File: config.mk
export PLATFORM = sky130hd
export DESIGN_NAME = circular_deque
export DESIGN_NICKNAME = d
export VERILOG_FILES = /design/src/cdq_pkg.sv /design/src/cdq_ctrl.sv /design/src/cdq_datapath.sv /design/src/circular_deque.sv
export SDC_FILE = /design/constraint.sdc
export NUM_CORES = 1
export LEC_CHECK = 0
export BUFFER_PORTS_ARGS = -buffer_cell sky130_fd_sc_hd__buf_2
export CAP_MARGIN = 20
export CORE_MARGIN = 2
export CORE_UTILIZATION = 61
export DETAILED_ROUTE_END_ITERATION = 8
export PLACE_DENSITY = 0.79
export RECOVER_POWER = 25
export SLEW_MARGIN = 0
export SYNTH_ARGS = -nofsm -noshare
export SYNTH_HDL_FRONTEND = slang
export SYNTH_SLANG_ARGS = --single-unit
File: constraint.sdc
create_clock -name clk -period 6.15 [get_ports clk]
set_clock_uncertainty 0.05 [all_clocks]
set_input_delay 0.9225 -clock clk [delete_from_list [all_inputs] [get_ports clk]]
set_output_delay 0.9225 -clock clk [all_outputs]
set_load 0.02 [all_outputs]
File: src/cdq_pkg.sv
// Shared constants, codes and types of the circular deque.
package cdq_pkg;

	localparam int DEPTH = 16;
	localparam int DATA_W = 32;
	localparam int PTR_W = $clog2(DEPTH);
	localparam int CAP_W = PTR_W + 1;
	localparam int FUNC_W = 3;

	localparam logic [FUNC_W-1:0] FUNC_PUSH_FRONT = 3'd0;
	localparam logic [FUNC_W-1:0] FUNC_PUSH_REAR = 3'd1;
	localparam logic [FUNC_W-1:0] FUNC_POP_FRONT = 3'd2;
	localparam logic [FUNC_W-1:0] FUNC_POP_REAR = 3'd3;
	localparam logic [FUNC_W-1:0] FUNC_PEEK = 3'd4;

	typedef enum logic [1:0] {
		STAT_DONE = 2'd0,
		STAT_FULL = 2'd1,
		STAT_EMPTY = 2'd2
	} status_t;

	typedef enum logic [1:0] {
		ST_IDLE,
		ST_EXEC,
		ST_READ,
		ST_RESP
	} state_t;

	typedef struct packed {
		logic load;
		logic exec;
		logic read;
	} cmd_t;

endpackage

File: src/cdq_ctrl.sv
// Controller state machine sequencing load, execute, read and response.
module cdq_ctrl
	import cdq_pkg::*;
(
	input  logic clk,
	input  logic arst_n,
	input  logic start,
	output logic busy,
	output logic done,
	output cmd_t cmd
);

	state_t state_q;
	state_t state_d;
	logic   accept;

	assign accept = start && !busy;

	always_ff @(posedge clk or negedge arst_n) begin
		if (!arst_n) begin
			state_q <= ST_IDLE;
		end else begin
			state_q <= state_d;
		end
	end

	always_comb begin
		state_d = state_q;
		unique case (state_q)
			ST_IDLE: begin
				if (accept) state_d = ST_EXEC;
			end
			ST_EXEC: state_d = ST_READ;
			ST_READ: state_d = ST_RESP;
			ST_RESP: begin
				state_d = accept ? ST_EXEC : ST_IDLE;
			end
			default: state_d = ST_IDLE;
		endcase
	end

	always_comb begin
		busy = 1'b0;
		done = 1'b0;
		cmd = '0;
		unique case (state_q)
			ST_IDLE: begin
				cmd.load = start;
			end
			ST_EXEC: begin
				busy = 1'b1;
				cmd.exec = 1'b1;
			end
			ST_READ: begin
				busy = 1'b1;
				cmd.read = 1'b1;
			end
			ST_RESP: begin
				done = 1'b1;
				cmd.load = start;
			end
			default: begin
				busy = 1'b0;
			end
		endcase
	end

endmodule

File: src/cdq_datapath.sv
// Datapath: ring store, head and tail pointers, capacity and result registers.
module cdq_datapath
	import cdq_pkg::*;
(
	input  logic                clk,
	input  logic                arst_n,
	input  cmd_t                cmd,
	input  logic                cfg_wr_en,
	input  logic [CAP_W-1:0]    cfg_wr_data,
	input  logic [FUNC_W-1:0]   func,
	input  logic signed [DATA_W-1:0] push_value,
	output logic [1:0]          status,
	output logic signed [DATA_W-1:0] popped_value,
	output logic signed [DATA_W-1:0] front_value,
	output logic signed [DATA_W-1:0] rear_value,
	output logic [PTR_W-1:0]    front_slot,
	output logic [PTR_W-1:0]    rear_slot,
	output logic                is_empty
);

	logic [DATA_W-1:0] ring_q [DEPTH];

	logic [PTR_W-1:0]  head_q;
	logic [PTR_W-1:0]  tail_q;
	logic              empty_q;
	logic [PTR_W-1:0]  cap_m1_q;
	logic [PTR_W-1:0]  cap_m1_d;

	logic [FUNC_W-1:0] func_q;
	logic [DATA_W-1:0] push_q;
	status_t           status_q;
	logic [DATA_W-1:0] popped_q;
	logic [DATA_W-1:0] front_q;
	logic [DATA_W-1:0] rear_q;

	logic [PTR_W-1:0]  head_d;
	logic [PTR_W-1:0]  tail_d;
	logic              empty_d;
	status_t           status_d;
	logic [DATA_W-1:0] popped_d;
	logic              wr_en_d;
	logic [PTR_W-1:0]  wr_addr_d;
	logic              full;
	logic              is_push;
	logic              is_pop;

	always_comb begin
		if (cfg_wr_data == '0) begin
			cap_m1_d = '0;
		end else if (cfg_wr_data > CAP_W'(DEPTH)) begin
			cap_m1_d = PTR_W'(DEPTH - 1);
		end else begin
			cap_m1_d = PTR_W'(cfg_wr_data - CAP_W'(1));
		end
	end

	assign full = !empty_q && (((head_q == '0) && (tail_q == cap_m1_q)) ||
		((head_q != '0) && (tail_q == head_q - PTR_W'(1))));
	assign is_push = (func_q == FUNC_PUSH_FRONT) || (func_q == FUNC_PUSH_REAR);
	assign is_pop = (func_q == FUNC_POP_FRONT) || (func_q == FUNC_POP_REAR);

	always_comb begin
		head_d = head_q;
		tail_d = tail_q;
		empty_d = empty_q;
		status_d = STAT_DONE;
		popped_d = '0;
		wr_en_d = 1'b0;
		wr_addr_d = '0;
		priority if (is_push) begin
			priority if (empty_q) begin
				head_d = '0;
				tail_d = '0;
				empty_d = 1'b0;
				wr_en_d = 1'b1;
			end else if (full) begin
				status_d = STAT_FULL;
			end else if (func_q == FUNC_PUSH_FRONT) begin
				head_d = (head_q == '0) ? cap_m1_q : head_q - PTR_W'(1);
				wr_en_d = 1'b1;
				wr_addr_d = head_d;
			end else begin
				tail_d = (tail_q >= cap_m1_q) ? '0 : tail_q + PTR_W'(1);
				wr_en_d = 1'b1;
				wr_addr_d = tail_d;
			end
		end else if (is_pop) begin
			priority if (empty_q) begin
				status_d = STAT_EMPTY;
			end else begin
				popped_d = (func_q == FUNC_POP_FRONT) ? front_q : rear_q;
				priority if (head_q == tail_q) begin
					head_d = '0;
					tail_d = '0;
					empty_d = 1'b1;
				end else if (func_q == FUNC_POP_FRONT) begin
					head_d = (head_q >= cap_m1_q) ? '0 : head_q + PTR_W'(1);
				end else begin
					tail_d = (tail_q == '0) ? cap_m1_q : tail_q - PTR_W'(1);
				end
			end
		end else begin
			if (empty_q) status_d = STAT_EMPTY;
		end
	end

	always_ff @(posedge clk or negedge arst_n) begin
		if (!arst_n) begin
			head_q <= '0;
			tail_q <= '0;
			empty_q <= 1'b1;
			cap_m1_q <= PTR_W'(DEPTH - 1);
		end else if (cfg_wr_en) begin
			cap_m1_q <= cap_m1_d;
			head_q <= '0;
			tail_q <= '0;
			empty_q <= 1'b1;
		end else if (cmd.exec) begin
			head_q <= head_d;
			tail_q <= tail_d;
			empty_q <= empty_d;
		end
	end

	always_ff @(posedge clk) begin
		if (cmd.load) begin
			func_q <= func;
			push_q <= push_value;
		end
		if (cmd.exec) begin
			status_q <= status_d;
			popped_q <= popped_d;
			if (wr_en_d) ring_q[wr_addr_d] <= push_q;
		end
		if (cmd.read) begin
			front_q <= ring_q[head_q];
			rear_q <= ring_q[tail_q];
		end
	end

	assign status = status_q;
	assign popped_value = popped_q;
	assign front_value = empty_q ? '0 : front_q;
	assign rear_value = empty_q ? '0 : rear_q;
	assign front_slot = empty_q ? '0 : head_q;
	assign rear_slot = empty_q ? '0 : tail_q;
	assign is_empty = empty_q;

endmodule

File: src/circular_deque.sv
// Top level of the circular deque: controller and datapath.
// After the accepting edge the controller steps through EXEC and READ to RESP, where done is high.
// The next start is taken while done is high; the deque is busy in EXEC and READ.
// Execute, ring-store read and response are successive states of the sequencer.
// Reset: pointers zero, queue empty, capacity 16; ring contents are not cleared.
// The receiver cannot stall: each result is shown for one cycle with done.
module circular_deque
	import cdq_pkg::*;
(
	input  logic                     clk,
	input  logic                     arst_n,
	input  logic                     start,
	output logic                     busy,
	output logic                     done,
	input  logic                     cfg_wr_en,
	input  logic [CAP_W-1:0]         cfg_wr_data,
	input  logic [FUNC_W-1:0]        func,
	input  logic signed [DATA_W-1:0] push_value,
	output logic [1:0]               status,
	output logic signed [DATA_W-1:0] popped_value,
	output logic signed [DATA_W-1:0] front_value,
	output logic signed [DATA_W-1:0] rear_value,
	output logic [PTR_W-1:0]         front_slot,
	output logic [PTR_W-1:0]         rear_slot,
	output logic                     is_empty
);

	cmd_t cmd;

	cdq_ctrl u_ctrl (
		.clk    (clk),
		.arst_n (arst_n),
		.start  (start),
		.busy   (busy),
		.done   (done),
		.cmd    (cmd)
	);

	cdq_datapath u_datapath (
		.clk          (clk),
		.arst_n       (arst_n),
		.cmd          (cmd),
		.cfg_wr_en    (cfg_wr_en),
		.cfg_wr_data  (cfg_wr_data),
		.func         (func),
		.push_value   (push_value),
		.status       (status),
		.popped_value (popped_value),
		.front_value  (front_value),
		.rear_value   (rear_value),
		.front_slot   (front_slot),
		.rear_slot    (rear_slot),
		.is_empty     (is_empty)
	);

endmodule

==> Word level (Yosys, flattened, before mapping) <==
Memory sizes are Yosys's and may differ from the RTL's. A register that Yosys moved wholly into a read port is not among the register bits.
Index checks and enable logic that the tools add are counted.
{ "word_totals": {"ff_bits": 84, "latch_bits": 0, "mem_bits_rw": 512, "mem_bits_ro": 0, "in_bits": 44, "output_inout_bits": 109, "n_memories": 1} }
{ "op_classes": {"addsub": 5, "multipliers": 0, "div_mod_pow": 0, "magnitude_cmp": 3, "n_eq_ne": 15, "shifts": 0, "mux": 59, "n_bitwise": 1, "n_reduce_logical": 24} }
{ "memory_table": {"columns": ["memory", "words", "word_bits", "rd", "rd_clocked_by_memory_dff", "write_ports", "line_no", "rtl"], "rows": [
  ["u_datapath.ring_q", 16, 32, 2, 2, 1, "cdq_datapath.sv:21", "logic [DATA_W-1:0] ring_q [DEPTH];"]
]} }
{ "ops": {"columns": ["cell", "count"], "rows": [
  ["4-bit two-way mux", 32],
  ["32-bit two-way mux", 3],
  ["1-bit two-way mux", 19],
  ["4-bit by 3-bit != test with 1-bit output, second input constant", 4],
  ["4-bit equality test", 3],
  ["6-bit AND reduction", 2],
  ["4-bit by 1-bit subtractor with 4-bit output, second input constant", 3],
  ["4-bit by 1-bit adder with 4-bit output, second input constant", 2],
  ["4-bit greater-or-equal comparator", 2],
  ["4-bit logical NOT", 2],
  ["2-bit two-way mux", 4],
  ["2-bit one-hot mux with 4 select lines", 1],
  ["4-bit nonzero test", 2],
  ["3-bit by 2-bit equality test with 1-bit output, second input constant", 2],
  ["5-bit greater-than comparator, second input constant", 1],
  ["5-bit logical NOT", 1],
  ["2-bit equality test, second input constant", 2],
  ["1-bit logical AND", 4],
  ["2-bit OR reduction", 2],
  ["3-bit by 1-bit equality test with 1-bit output, second input constant", 1],
  ["3-bit logical NOT", 1],
  ["1-bit logical OR", 3],
  ["3-bit != test, second input constant", 1],
  ["3-bit nonzero test", 1],
  ["other kinds (8)", 9]
]} }

==> Logic depth before layout (Yosys ltp) <==
Gate-level depths: netlist (run 1).
{ "depth": {"word_depth": 11, "mapped_depth": 12, "mapped_depth_nobuf": 8} }

==> Modules after synthesis <==
From an unflattened synthesis (run 1), not the netlist that was laid out.
{ "unflattened": {"cells_unflattened": 1408, "area_unflattened_um2": 29634.7} }
{ "modules_own_cells": {"columns": ["module", "instances", "cells_per_inst", "area_per_inst_um2"], "rows": [
  ["cdq_datapath", 1, 1390, 29452.0],
  ["cdq_ctrl", 1, 18, 182.7]
]} }

==> Worst setup path before layout (run 1) <==
No wires, ideal clock.
{ "synth_timing": {"path_type": "register -> register", "startpoint": "register u_datapath.head_q[1]", "endpoint": "memory u_datapath.ring_q[3][0] (enable)", "setup_time_ns": 0.461, "t_arrival_ns": 4.767, "required_time_ns": 5.639, "setup_slack_ns": 0.872, "path_stages_with_launch": 13, "n_path_buf": 4, "period_less_slack_ns": 5.278, "path_cell_list": "dfrtp_1 > buf_2 > clkbuf_1 > buf_2 > inv_1 > ha_1 > or3b_1 > buf_2 > mux2i_1 > or2_2 > a21oi_1 > nand3_1 > nor3_1"} }
{ "synth_via": {"elab_chain_len": 11, "elab_cells_between_ends": 19} }
{ "synth_rtl": {"columns": ["item", "line_no", "rtl"], "rows": [
  ["from (decl)", "cdq_datapath.sv:23", "logic [PTR_W-1:0] head_q;"],
  ["from (signal assigned)", "cdq_datapath.sv:109", "head_q <= '0;"],
  ["from (signal assigned)", "cdq_datapath.sv:115", "head_q <= '0;"],
  ["from (signal assigned)", "cdq_datapath.sv:119", "head_q <= head_d;"],
  ["4-bit by 1-bit subtractor with 4-bit output", "cdq_datapath.sv:58, cdq_datapath.sv:79", null],
  ["4-bit equality test", "cdq_datapath.sv:58", "((head_q != '0) && (tail_q == head_q - PTR_W'(1))));"],
  ["1-bit logical AND", "cdq_datapath.sv:58", null],
  ["1-bit logical OR", "cdq_datapath.sv:57", "assign full = !empty_q && (((head_q == '0) && (tail_q == cap_m1_q)) ||"],
  ["1-bit logical AND", "cdq_datapath.sv:57", null],
  ["1-bit two-way mux", "cdq_datapath.sv:76", "end else if (full) begin"],
  ["1-bit two-way mux", "cdq_datapath.sv:71", "priority if (empty_q) begin"],
  ["1-bit two-way mux", "cdq_datapath.sv:70", "priority if (is_push) begin"],
  ["1-bit two-way mux", "cdq_datapath.sv:133", "if (wr_en_d) ring_q[wr_addr_d] <= push_q;"],
  ["1-bit two-way mux", "cdq_datapath.sv:130", "if (cmd.exec) begin"],
  ["1-bit two-way mux (not written as such)", "cdq_datapath.sv:133", null],
  ["to (decl)", "cdq_datapath.sv:21", null]
]} }
Several ways; a longest one is shown, not always the timed one.

==> Worst setup path after layout (run 1) <==
{ "layout_timing": {"startpoint": "register u_datapath.tail_q[0]", "endpoint": "memory u_datapath.ring_q[15][25] (enable)"} }
{ "layout_via": {"elab_chain_len": 10, "elab_cells_between_ends": 19} }
{ "layout_rtl": {"columns": ["item", "line_no", "rtl"], "rows": [
  ["from (decl)", "cdq_datapath.sv:24", "logic [PTR_W-1:0] tail_q;"],
  ["from (signal assigned)", "cdq_datapath.sv:120", "tail_q <= tail_d;"],
  ["4-bit equality test (on tied branches)", "cdq_datapath.sv:57, cdq_datapath.sv:58", null],
  ["1-bit logical AND (on tied branches)", "cdq_datapath.sv:57, cdq_datapath.sv:58", null],
  ["1-bit logical OR", "cdq_datapath.sv:57", null],
  ["1-bit logical AND", "cdq_datapath.sv:57", null],
  ["1-bit two-way mux", "cdq_datapath.sv:76", null],
  ["1-bit two-way mux", "cdq_datapath.sv:71", null],
  ["1-bit two-way mux", "cdq_datapath.sv:70", null],
  ["1-bit two-way mux", "cdq_datapath.sv:133", null],
  ["1-bit two-way mux", "cdq_datapath.sv:130", null],
  ["1-bit two-way mux (not written as such)", "cdq_datapath.sv:133", null]
]} }
Several ways; a longest one is shown, not always the timed one.

==> metrics list, run 1 <==
* Run status: finished, final reports clean
* Die X: 225 um
* Initial antenna violation count: 1
* Cell types occupying the most area after synthesis: edfxtp_1 (65%), mux4_2 (24%), nor2b_1 (1.5%), nand2_1 (0.95%), dfrtp_1 (0.84%)
- Worst-skew pair later-pin latency: 0.61 ns
* TritonCTS Buffers: 68
- For the worst setup path, the data arrival time is 4.81 ns.
- Final period utilization: 74.2%
- Die height: 225 um
- Summing all flip-flop and latch instances after layout gives 19800 um^2.
* CTS tree: yes
- The cell sitting at the root of the clock tree is a clkbuf_16.
* Syn avg cell area: 20.3 um^2
- In the final layout, the multi-input gates occupy 9550 um^2.
- In this run the number of cells on the critical path is 9.
- For this run, the post-layout net count is 1690.
* Row count: 80
- Measured in cells, the most critical reg-to-reg path has a length of 9.
- In the final routed layout, each cell accounts on average for 33.7 um.
- Post-detailed-route DRC marker count: 0
- In this run the critical register-to-register path is launched from u_datapath.tail_q[0].
- The filler cells instantiated in the layout total 2772.
- Via count: 16500
* Hold Path Class: input pin to async pin
- In this run, distinct cell masters in the synthesized netlist total 65.
- Layout area overhead: 13.1%
- Detailed placement finished with a half-perimeter wire length of 42900 um.
- Number of iterations in the first detailed-routing pass: 7
- Setup slack on the worst reg-to-reg path comes out at 1.59 ns.
- The first global-routing pass estimated 114000 um of wire.
- CP startpoint kind: flop
* Leakage power of the design: 10.7 nW
- On the worst path, the slowest cell contributes a delay of 0.86 ns.
* Slowest CP cell: dfrtp_4
* Dominant combinational cell family by area after synthesis: multiplexers
- Worst setup path start: u_datapath.tail_q[0]
- Register bit count reported by yosys: 660
- Area inside the core boundary: 47800 um^2
* Global-route congestion overflow total: 0
* Post-CTS setup buffer count: 0
- Yosys mapped a number of flops with a built-in enable equal to 645.
- Buffers placed on the I/O ports in this run total 152.
* H-Tree Level Count: 3
- The worst setup path is captured at a flop.
- VDD sags by at most 0.323 mV.
* Buffering stage count on the worst path with inverters included: 2
- Multiplexer fraction of the synthesized cell area: 24.5%
- The number of gates resized after CTS was 0.
* Max-slew violation total from the final report: 0
* Highest-count cells in the layout ignoring fill and taps: edfxtp_1 (645), mux4_2 (320), buf_2 (149)
- Synthesis produced 1462 cells.
- Setup violations remaining at the end of the flow were counted as 0.
* Die area: 50400 um^2
- In this run, the number of DRC markers left after iteration 0 of detailed routing was 2374.
- Cell accounting for the most synthesized area: edfxtp_1
- Required time at the endpoint of the critical path: 6.39 ns
- Mapped Nets: 1524
- Number of global-route vias before repair: 16900
- Slew HR: 33.6%
- # Max-Cap Violations: 0
- Following the worst setup path forward leads to its endpoint at u_datapath.ring_q[15][25].
- The tree built by TritonCTS fans out to 660 sinks.
- Register area share after synthesis: 66.5%
- Proportion of netlist area held by the largest area contributor: 65.3%
- Traced cell by cell, the critical path runs through inv_1 -> ha_1 -> nand2b_1 -> a2111oi_4 -> o21ai_0 -> a211o_1 -> nand4bb_1 -> nor2_4 -> buf_4.
- Summed over all failing endpoints, the final setup total negative slack is 0 ns.
- At the end of routability-driven placement, the weighted congestion stood at 0.881.
* CTS hold repair buffers: 0
- Number of endpoints with negative hold slack in the final report: 0
- In this run the remaining antenna-violating nets after routing total 0.
* Transition at the pin with the smallest max-transition slack: 0.996 ns
- Share of synthesized flip-flops with an asynchronous set or reset: 2.27%
- Using the TritonRoute via totals, the vias-per-cell ratio works out to 7.22.
* Peak fanout along the critical path: 33
* Overall routed net length: 77300 um
* Fraction of the mapped netlist area in compound gates: 2.47%
* Share of synthesized cell area in full adder, half adder and majority cells: 0.826%
* CP Class: flop to flop
- The clock period could shrink to 4.56 ns.
- In the global route stage, overall resource usage came out at 31.7%.
- Synthesis Warnings: 0
- Derived from the worst setup path, the maximum achievable clock frequency is 219 MHz.
- Setup repair after global routing left no endpoint under its margin.
- In the synthesized netlist the dominant register cell turns out to be edfxtp_1.
* Cell area after synthesis: 29700 um^2
* Post-Synth Simple-Gate Area: 3.68%
- The completed layout was analyzed and its total power is 13.3 mW.
- The worst register-to-register path ends at u_datapath.ring_q[15][25].
- Max clock buf depth: 3
* Diodes inserted: 0
* Worst-path clk slew: 0.06 ns
* Starting utilization of the core area: 62.0%
* Fraction of layout instances using a drive strength above 1: 39.2%
- IO Pins: 153
- Commonest non-fill, non-tap cell in the layout: edfxtp_1
- Entering global routing, the biggest net connects 103 pins.
* Category of cells accounting for the largest share of critical-path delay: simple AND/OR/NAND/NOR gates
- Ratio of total power to cell area: 395 nW/um^2
- Xor-xnor portion of the synthesized cell area: 0.282%
area by class of cell:
type	instances	share of cell area [%]
Tap cell	615	2.29
Multi-Input combinational cell	678	28.5
Sequential cell	660	58.9
Clock inverter	34	1.08
Clock buffer	84	5.44
Inverter	24	0.268
Timing Repair Buffer	196	3.56
sequential cells by signal (all words and copies together) (netlist names), 4 cells and up:
name,flops
u_datapath.ring_q,512
u_datapath.front_q,32
u_datapath.popped_value,32
u_datapath.push_q,32
u_datapath.rear_q,32
u_datapath.cap_m1_q,4
u_datapath.head_q,4
u_datapath.tail_q,4
cells in the mapped netlist, types with 7 or more instances:
library cell    n
edfxtp_1      645
mux4_2        320
nand2_1        75
nor2b_1        70
a21oi_1        43
nor2_1         41
buf_2          38
clkbuf_1       36
buf_1          24
inv_1          23
ha_1           18
o21ai_0        14
dfrtp_1        10
nand3_1         7
layer usage:
| layer | share of wire [%] | vias to the layer above | GRT usage, % |
|---|---|---|---|
| met3 | 11 | 172 | 7.64 |
| li1 | - | 6497 | - |
| met2 | 50 | 1270 | 51.0 |
| met1 | 36 | 8606 | 44.1 |
| met5 | 0.0091 | - | 0 |
| met4 | 2.8 | 2 | 9.91 |
worst min-delay path by stage:
stage          depth (start not counted)  slack, ns              startpoint                     end
3_3_place_gp                           2       0.48  u_datapath.cap_m1_q[2]  u_datapath.cap_m1_q[2]
6_report                               1       0.38                  arst_n    u_datapath.tail_q[3]
4_1_cts                                1       0.17                  arst_n    u_datapath.tail_q[3]
2_1_floorplan                          2       0.43  u_datapath.cap_m1_q[2]  u_datapath.cap_m1_q[2]
5_1_grt                                1       0.43                  arst_n    u_datapath.tail_q[3]
3_5_place_dp                           2       0.49  u_datapath.cap_m1_q[2]  u_datapath.cap_m1_q[2]
per-stage QoR:
step	hold WS, ns	setup slack (ns)	std cells	util, %	cell area [um^2]
6_report	0.379	1.59	2291	70.2	33600
2_1_floorplan	0.429	0.872	1462	-	29700
4_1_cts	0.173	1.55	2288	70.0	33500
5_1_grt	0.426	1.24	2291	70.2	33600
3_3_place_gp	0.479	1.62	2170	65.4	31300
3_5_place_dp	0.490	1.56	2170	65.4	31300
power breakdown:
part	leakage, nW	switching (mW)	internal (mW)
Clock	1.08	1.70	2.44
Sequential	6.03	0.592	5.74
Combinational	3.59	1.51	1.29
Total	10.7	3.81	9.46
cell families (layout without fill, tap and decap cells):
| kind of cell | count (synthesis) | after routing |
|---|---|---|
| flip-flops | 660 | 660 |
| XOR/XNOR | 8 | 8 |
| multiplexers | 325 | 325 |
| adder cells (fa/ha/maj) | 20 | 20 |
| AND/OR/NAND/NOR | 221 | 221 |
| AO/OA/AOI/OAI | 104 | 104 |
| buffers and inverters | 124 | 338 |
Note: power is estimated with default switching activity, not from simulation.
==> run 2: changes to the inputs <==
==> constraint.sdc (replaced) <==
create_clock -name clk -period 4.4 [get_ports clk]
set_clock_uncertainty 0.05 [all_clocks]
set_input_delay 0.66 -clock clk [delete_from_list [all_inputs] [get_ports clk]]
set_output_delay 0.66 -clock clk [all_outputs]
set_load 0.02 [all_outputs]
==> metrics list, run 2 (synthesis results as in run 1) <==
* Layout area overhead: 13.1%
- Final period utilization: 84.9%
* CTS tree: yes
* Row count: 80
* Number of flip-flops under the largest register name: 512
- The number of pins exceeding their max-slew limit in the final report was 0.
* Startpoint of the lowest-slack hold path: push_value[5]
* Final weighted congestion of routability-driven global placement: 0.865
- Based on the critical path, the design can be clocked at up to 268 MHz.
- Across every metal layer, demand over resource in global routing totals 30.2%.
* Layout net count: 1698
* Filler cell count: 2853
- The first routing iteration left 2014 violations.
- Counting along the longest clock path gives a buffer depth of 3.
- Input and output buffers added on the ports amount to 152.
* Total half-perimeter wirelength after legalization and detailed placement: 41400 um
* Hold Path Class: input pin to flop
- At the worst endpoint, the arrival time is 3.95 ns.
* Die area: 50400 um^2
* Pin count of the biggest net entering global routing: 120
* Worst-path clk slew: 0.06 ns
- Number of iterations in the first detailed-routing pass: 6
* Number of clock sinks: 660
- First-pass GRT wire length: 109000 um
- In this run the tightest slew margin relative to its limit is 32.6%.
- Overall routed net length: 73500 um
- Tracing the worst setup path back leads to its startpoint at u_datapath.tail_q[1].
* R2R Path Start: u_datapath.tail_q[1]
- Leaving out fill and tap cells, the most frequent cell in the layout is edfxtp_1.
- H-Tree Level Count: 3
- u_datapath.ring_q holds more flip-flops than any other register.
* Highest ir drop seen on vdd: 0.356 mV
- The worst path needs 3.73 ns of the cycle, external delays included.
* Via count: 16200
* Ratio of total power to cell area: 545 nW/um^2
* Starting utilization of the core area: 62.0%
- Adding up every negative setup slack in the final design gives 0 ns.
- The worst setup path is of the flop to flop kind.
- In this run the static leakage power is 10.7 nW.
- The via count of the first global-routing pass came to 16600.
- CTS placed an instance of clkbuf_16 at the clock tree root.
* IO Pins: 153
- Post-detailed-route DRC marker count: 0
- Diodes inserted: 0
* TritonCTS Buffers: 68
- The die is 225 um tall.
- Required time at the endpoint of the critical path: 4.61 ns
- CP startpoint kind: flop
* Die X: 225 um
- Transition at the pin with the smallest max-transition slack: 1.01 ns
- Initial antenna violation count: 0
- The library cells used most frequently in the layout, excluding fill and tap cells, are edfxtp_1 (645), mux4_2 (320), buf_2 (149).
* Type of element capturing the critical path: flop
- Max-cap violations in this run came to 0.
- Average wire per cell in the routed design: 31.9 um
* Global-route congestion overflow total: 0
* Fraction of the core area covered by cells at the end of the flow: 70.1%
- Along the worst path, the maximum fanout reaches 37.
* Number of endpoints with negative hold slack in the final report: 0
- At the later pin of the worst-skew pair, clock insertion delay measures 0.60 ns.
- After detailed routing, the number of vias per cell comes to 7.02.
- Unrepaired setup endpoints after global routing: false
- Post-CTS timing repair inserted 0 buffers for setup.
- Setup violations remaining at the end of the flow were counted as 0.
- Run status: finished, final reports clean
- The post-route netlist has 39.1% of its cells at a drive strength greater than 1.
- The detail route stage leaves a number of antenna-violating nets equal to 0.
- After floorplanning, the core was sized to cover 47800 um^2.
[run 2: cell types whose count changed in the layout (fill, tap and decap cells not counted), sizes merged]
cell,delta
dlygate4sd3,+1
clkinv,-4
clkbuf,+2
bufinv,-2
inv,+5
buf,+7
clkinvlp,+2
[run 2: final cells by class]
| type | instances | area, um^2 | share of cell area (%) |
|---|---|---|---|
| clock inverter | 35 | 348 | 1.04 |
| multi-input combinational | 678 | 9580 | 28.5 |
| sequential | 660 | 19800 | 58.9 |
| timing repair buffer | 204 | 1210 | 3.61 |
| inverter | 24 | 90.1 | 0.268 |
| tap | 615 | 769 | 2.29 |
| clock buffer | 86 | 1790 | 5.33 |
[run 2: per-stage QoR]
stage / total power [mW] / std cells / hold slack, ns / instance area (um^2) / setup slack (ns)
finish: 18.3 / 2302 / 0.176 / 33600 / 0.665
floorplan: 11.4 / 1462 / 0.314 / 29700 / -0.156
detailed placement: 12.8 / 2179 / 0.466 / 31400 / 0.728
CTS: 18.4 / 2301 / 0.146 / 33500 / 0.699
global placement: 12.7 / 2179 / 0.470 / 31400 / 0.773
global route: 18.9 / 2302 / 0.160 / 33600 / 0.468
[run 2: repair_timing]
item,in CTS,in global routing
hold endpoints to repair,10,0
gates resized for setup,0,0
hold buffers,1,0
[run 2: path summary, 6_finish.rpt]
| path | to | slack [ns] | depth (start not counted) |
|---|---|---|---|
| setup / recovery | u_datapath.ring_q[12][5] | 0.67 | 8 |
| hold / removal | u_datapath.push_q[5] | 0.18 | 1 |
| setup reg to reg | u_datapath.ring_q[12][5] | 0.67 | 8 |
| hold reg to reg | u_datapath.cap_m1_q[2] | 0.48 | 2 |
| max in group asynchronous | u_datapath.tail_q[1] | 2.89 | 2 |
| min in group asynchronous | u_datapath.head_q[0] | 0.69 | 2 |
[run 2: metal layers]
metal	global-route usage [%]	routed length [um]	part of all wire (%)
met3	7.34	7140	9.7
met5	0	0	0
met2	47.9	36200	49
met4	10.3	2250	3.1
met1	42.2	27800	38
[run 2: critical path, stage by stage (launching register included)]
cell       delay [ns]
dfrtp_4          0.62
buf_4            0.60
ha_1             0.33
xor2_1           0.15
o21ai_0          0.18
a211o_1          0.35
nand4bb_1        0.51
nor2_4           0.23
buf_4            0.37
[run 2: report_power, final]
| part | switching (mW) | internal [mW] | leakage (nW) |
|---|---|---|---|
| Combinational | 2.21 | 1.79 | 3.63 |
| Sequential | 0.665 | 8.02 | 6.03 |
| Clock | 2.36 | 3.25 | 1.03 |
| Total | 5.24 | 13.1 | 10.7 |
==> run 3: changes to the inputs <==
--- a/config.mk
+++ b/config.mk
@@ -5,12 +5,13 @@
 export SDC_FILE = /design/constraint.sdc
 export NUM_CORES = 1
 export LEC_CHECK = 0
+export ABC_AREA = 1
 export BUFFER_PORTS_ARGS = -buffer_cell sky130_fd_sc_hd__buf_2
 export CAP_MARGIN = 20
 export CORE_MARGIN = 2
-export CORE_UTILIZATION = 61
+export CORE_UTILIZATION = 56
 export DETAILED_ROUTE_END_ITERATION = 8
-export PLACE_DENSITY = 0.79
+export PLACE_DENSITY = 0.77
 export RECOVER_POWER = 25
 export SLEW_MARGIN = 0
 export SYNTH_ARGS = -nofsm -noshare
==> constraint.sdc (replaced) <==
create_clock -name clk -period 3.4 [get_ports clk]
set_clock_uncertainty 0.05 [all_clocks]
set_input_delay 0.51 -clock clk [delete_from_list [all_inputs] [get_ports clk]]
set_output_delay 0.51 -clock clk [all_outputs]
set_load 0.02 [all_outputs]
==> metrics list, run 3 <==
- Number of global-route vias before repair: 23600
- CTS tree: yes
- Cell accounting for the most synthesized area: edfxtp_1
- Slew HR: 25.6%
- Counting flops with an async set or reset pin after synthesis yields a share of 2.27%.
- In this run the count of I/O pins placed on the die edge is 153.
- Final Instance Area: 35100 um^2
* Post-detailed-route DRC marker count: 0
- Commonest non-fill, non-tap cell in the layout: edfxtp_1
* Pin count of the biggest net entering global routing: 249
* Leading cell types by count after synthesis: edfxtp_1 (645), o21ai_0 (636), nor2_1 (342)
* Buffering stage count on the worst path with inverters included: 3
- The repair_antennas step left the layout with diodes totalling 0.
* Initial antenna violation count: 0
* Highest-count cells in the layout ignoring fill and taps: edfxtp_1 (645), o21ai_0 (636), a21oi_1 (332)
* Worst Setup Slack post-DPL: 0.220 ns
- Number of vias per cell after detailed routing: 6.30
- The critical path is of the flop to flop type.
* Unrepaired setup endpoints after global routing: false
- The first global-routing pass estimated 137000 um of wire.
- At the worst endpoint, the required time is 3.60 ns.
- The worst hold path belongs to the class input pin to flop.
* Slowest CP cell: dfrtp_4
* Final period utilization: 95.9%
- After clock tree synthesis, the clock-pin slew on the worst setup and hold paths is 0.06 ns.
* Category of cells accounting for the largest share of critical-path delay: simple AND/OR/NAND/NOR gates
- The H-tree was split into 3 levels.
- The die covers 57800 um^2.
* Multiplexer fraction of the synthesized cell area: 0%
- # Max-Cap Violations: 0
- Ratio of total power to cell area: 832 nW/um^2
- Area inside the core boundary: 55200 um^2
- In this run, synthesis produced a sequential element count of 660.
- Sequential cell area: 19800 um^2
* Fmax: 307 MHz
- Walking the worst path, the cells encountered are clkinv_2 -> buf_4 -> nand2_1 -> nand2_1 -> nand2_1 -> nand3_2 -> nand2_4 -> a21boi_2 -> nand3_1 -> nor2_4 -> buf_4.
* Fraction of the mapped netlist area in compound gates: 19.4%
* Max clock buf depth: 3
- For flop-to-flop paths, the worst setup slack is 0.14 ns.
* Gate count of the mapped netlist: 3109
* Starting utilization of the core area: 56.7%
- First-iteration detailed-routing DRC count: 4125
- Min-Delay Path Depth: 1
- Number of enable-type register cells in the synthesized netlist: 645
- STA classifies the critical path endpoint as a flop.
- When the netlist entered floorplanning its net count stood at 3171.
- Final weighted congestion of routability-driven global placement: 0.882
- Xor-xnor portion of the synthesized cell area: 0.168%
* Number of clock sinks: 660
- Arrival time at the worst endpoint: 3.46 ns
- Measured along the x axis, the die boundary spans 241 um.
- The detailed router placed 25000 vias in this run.
- The multi-input combinational cells in the finished layout cover a total of 9710 um^2.
- Dominant combinational cell family by area after synthesis: compound AO/OA/AOI/OAI gates
- The cell sitting at the root of the clock tree is a clkbuf_16.
* Fraction of layout instances using a drive strength above 1: 11.4%
* Row count: 86
* Total half-perimeter wirelength after legalization and detailed placement: 53800 um
* Synthesis Warnings: 0
- The flow ran to the end, and the final reports show no timing, DRC or antenna violations.
- The most numerous cell type found on the critical path is nand2_1.
* Overall track demand over capacity in global routing: 31.4%
- Syn avg cell area: 10.1 um^2
- Overall routed net length: 91600 um
- After Yosys synthesis, full adders, half adders and majority gates account for 0.719% of the synthesized area.
* Register area share after synthesis: 63.1%
* Worst slack on hold paths: 0.0182 ns
- The register with the most flip-flops in the layout has 512 of them.
* R2R Path Start: u_datapath.head_q[0]
* Peak fanout along the critical path: 27
* Endpoint of the worst hold-timing path: u_datapath.push_q[10]
* Global-route congestion overflow total: 0
- Standard cell area after detailed placement: 32900 um^2
- Setup violations remaining at the end of the flow were counted as 0.
* TritonCTS Buffers: 71
* Worst-skew pair later-pin latency: 0.62 ns
- Among all flip-flop cells after synthesis, the most frequent one is edfxtp_1.
- Biggest cell delay along the critical path: 0.53 ns
* Layout area overhead: 12.1%
* Transition at the pin with the smallest max-transition slack: 1.12 ns
- In the final design database the tool counted 3238 nets.
- Die height: 241 um
- By area the synthesized netlist is led by edfxtp_1 (62%), o21ai_0 (10%), a21oi_1 (5.3%), nor2_1 (4.1%), nand2_1 (3.7%).
* Cell area after synthesis: 31300 um^2
* CP startpoint kind: flop
- Count of input and output buffers: 152
- Number of iterations in the first detailed-routing pass: 6
* Average wire per cell in the routed design: 23.1 um
- Summed over all cells, the static leakage comes to 12.9 nW.
- Proportion of netlist area held by the largest area contributor: 61.8%
- Counting flops per register, the top entry is u_datapath.ring_q.
* Number of endpoints with negative hold slack in the final report: 0
* Max-slew violation total from the final report: 0
- The most common cell in the synthesized netlist is edfxtp_1.
* Startpoint of the lowest-slack hold path: push_value[10]
- Highest ir drop seen on vdd: 0.660 mV
- Of the total synthesized cell area, the portion taken by AND, OR, NAND and NOR gates is 10.1%.
* Number of nets with antenna violations after routing: 0
- Min cycle time layout: 3.26 ns
- Filler cell count: 4163
- Capture instance of the worst register-to-register path: u_datapath.ring_q[4][13]
- Once routing completed, OpenROAD measured the worst setup slack at 0.140 ns.
- Number of different library cells in the post-synthesis netlist: 37
- Cell depth of the worst flop-to-flop path: 11
run 3: logic make-up after synthesis:
family                     Yosys count
DFF                                660
xor gates and xnor gates             6
AOI/OAI and AO/OA                 1133
adders and majority gates           18
buffers and inverters              508
and+or+nand+nor                    784
run 3: cell type report:
type                            count  share of cell area, %
Timing Repair Buffer              227                   4.18
Clock inverter                     37                  0.916
Sequential cell                   660                   56.3
Clock buffer                       83                   5.31
Inverter                          275                   2.95
Multi-Input combinational cell   1941                   27.6
Tap cell                          748                   2.67
run 3: power by group:
group          internal, mW  leakage, nW  switching, mW
sequential             10.6         6.03          0.923
combinational          2.74         5.76           7.43
clock                  4.35         1.07           3.12
run 3: how the worst max path moves through the flow:
stage | start | slack, ns | to | depth (start not counted)
6_report | u_datapath.head_q[0] | 0.14 | u_datapath.ring_q[4][13] | 11
5_1_grt | u_datapath.head_q[0] | 0.002 | u_datapath.ring_q[4][13] | 11
4_1_cts | u_datapath.cap_m1_q[3] | 0.18 | u_datapath.ring_q[14][15] | 14
3_5_place_dp | u_datapath.cap_m1_q[3] | 0.22 | u_datapath.ring_q[15][17] | 14
3_3_place_gp | u_datapath.cap_m1_q[3] | 0.24 | u_datapath.ring_q[14][17] | 14
2_1_floorplan | u_ctrl.state_q[1] | -0.51 | u_datapath.ring_q[10][0] | 7
run 3: what timing repair did:
item,CTS,global route
endpoints found under the setup margin,0,69
hold endpoints to repair,13,0
hold buffers,4,0
buffers inserted,0,0
gates resized for setup,0,1
run 3: stage by stage:
step	setup TNS, ns	power [mW]	util (%)	std cells
3_3_place_gp	0	21.3	59.6	3847
6_report	0	29.2	63.6	3971
4_1_cts	0	29.0	63.6	3971
2_1_floorplan	-226.93	18.0	-	3109
5_1_grt	0	30.5	63.6	3971
3_5_place_dp	0	21.6	59.6	3847
run 3: layer usage:
metal | share of wire, % | GRT usage [%] | vias to the layer above
met1 | 39 | 42.9 | 11900
met4 | 3.7 | 13.8 | 0
li1 | - | - | 11200
met3 | 11 | 5.30 | 267
met2 | 47 | 49.8 | 1712
met5 | 0 | 0 | -
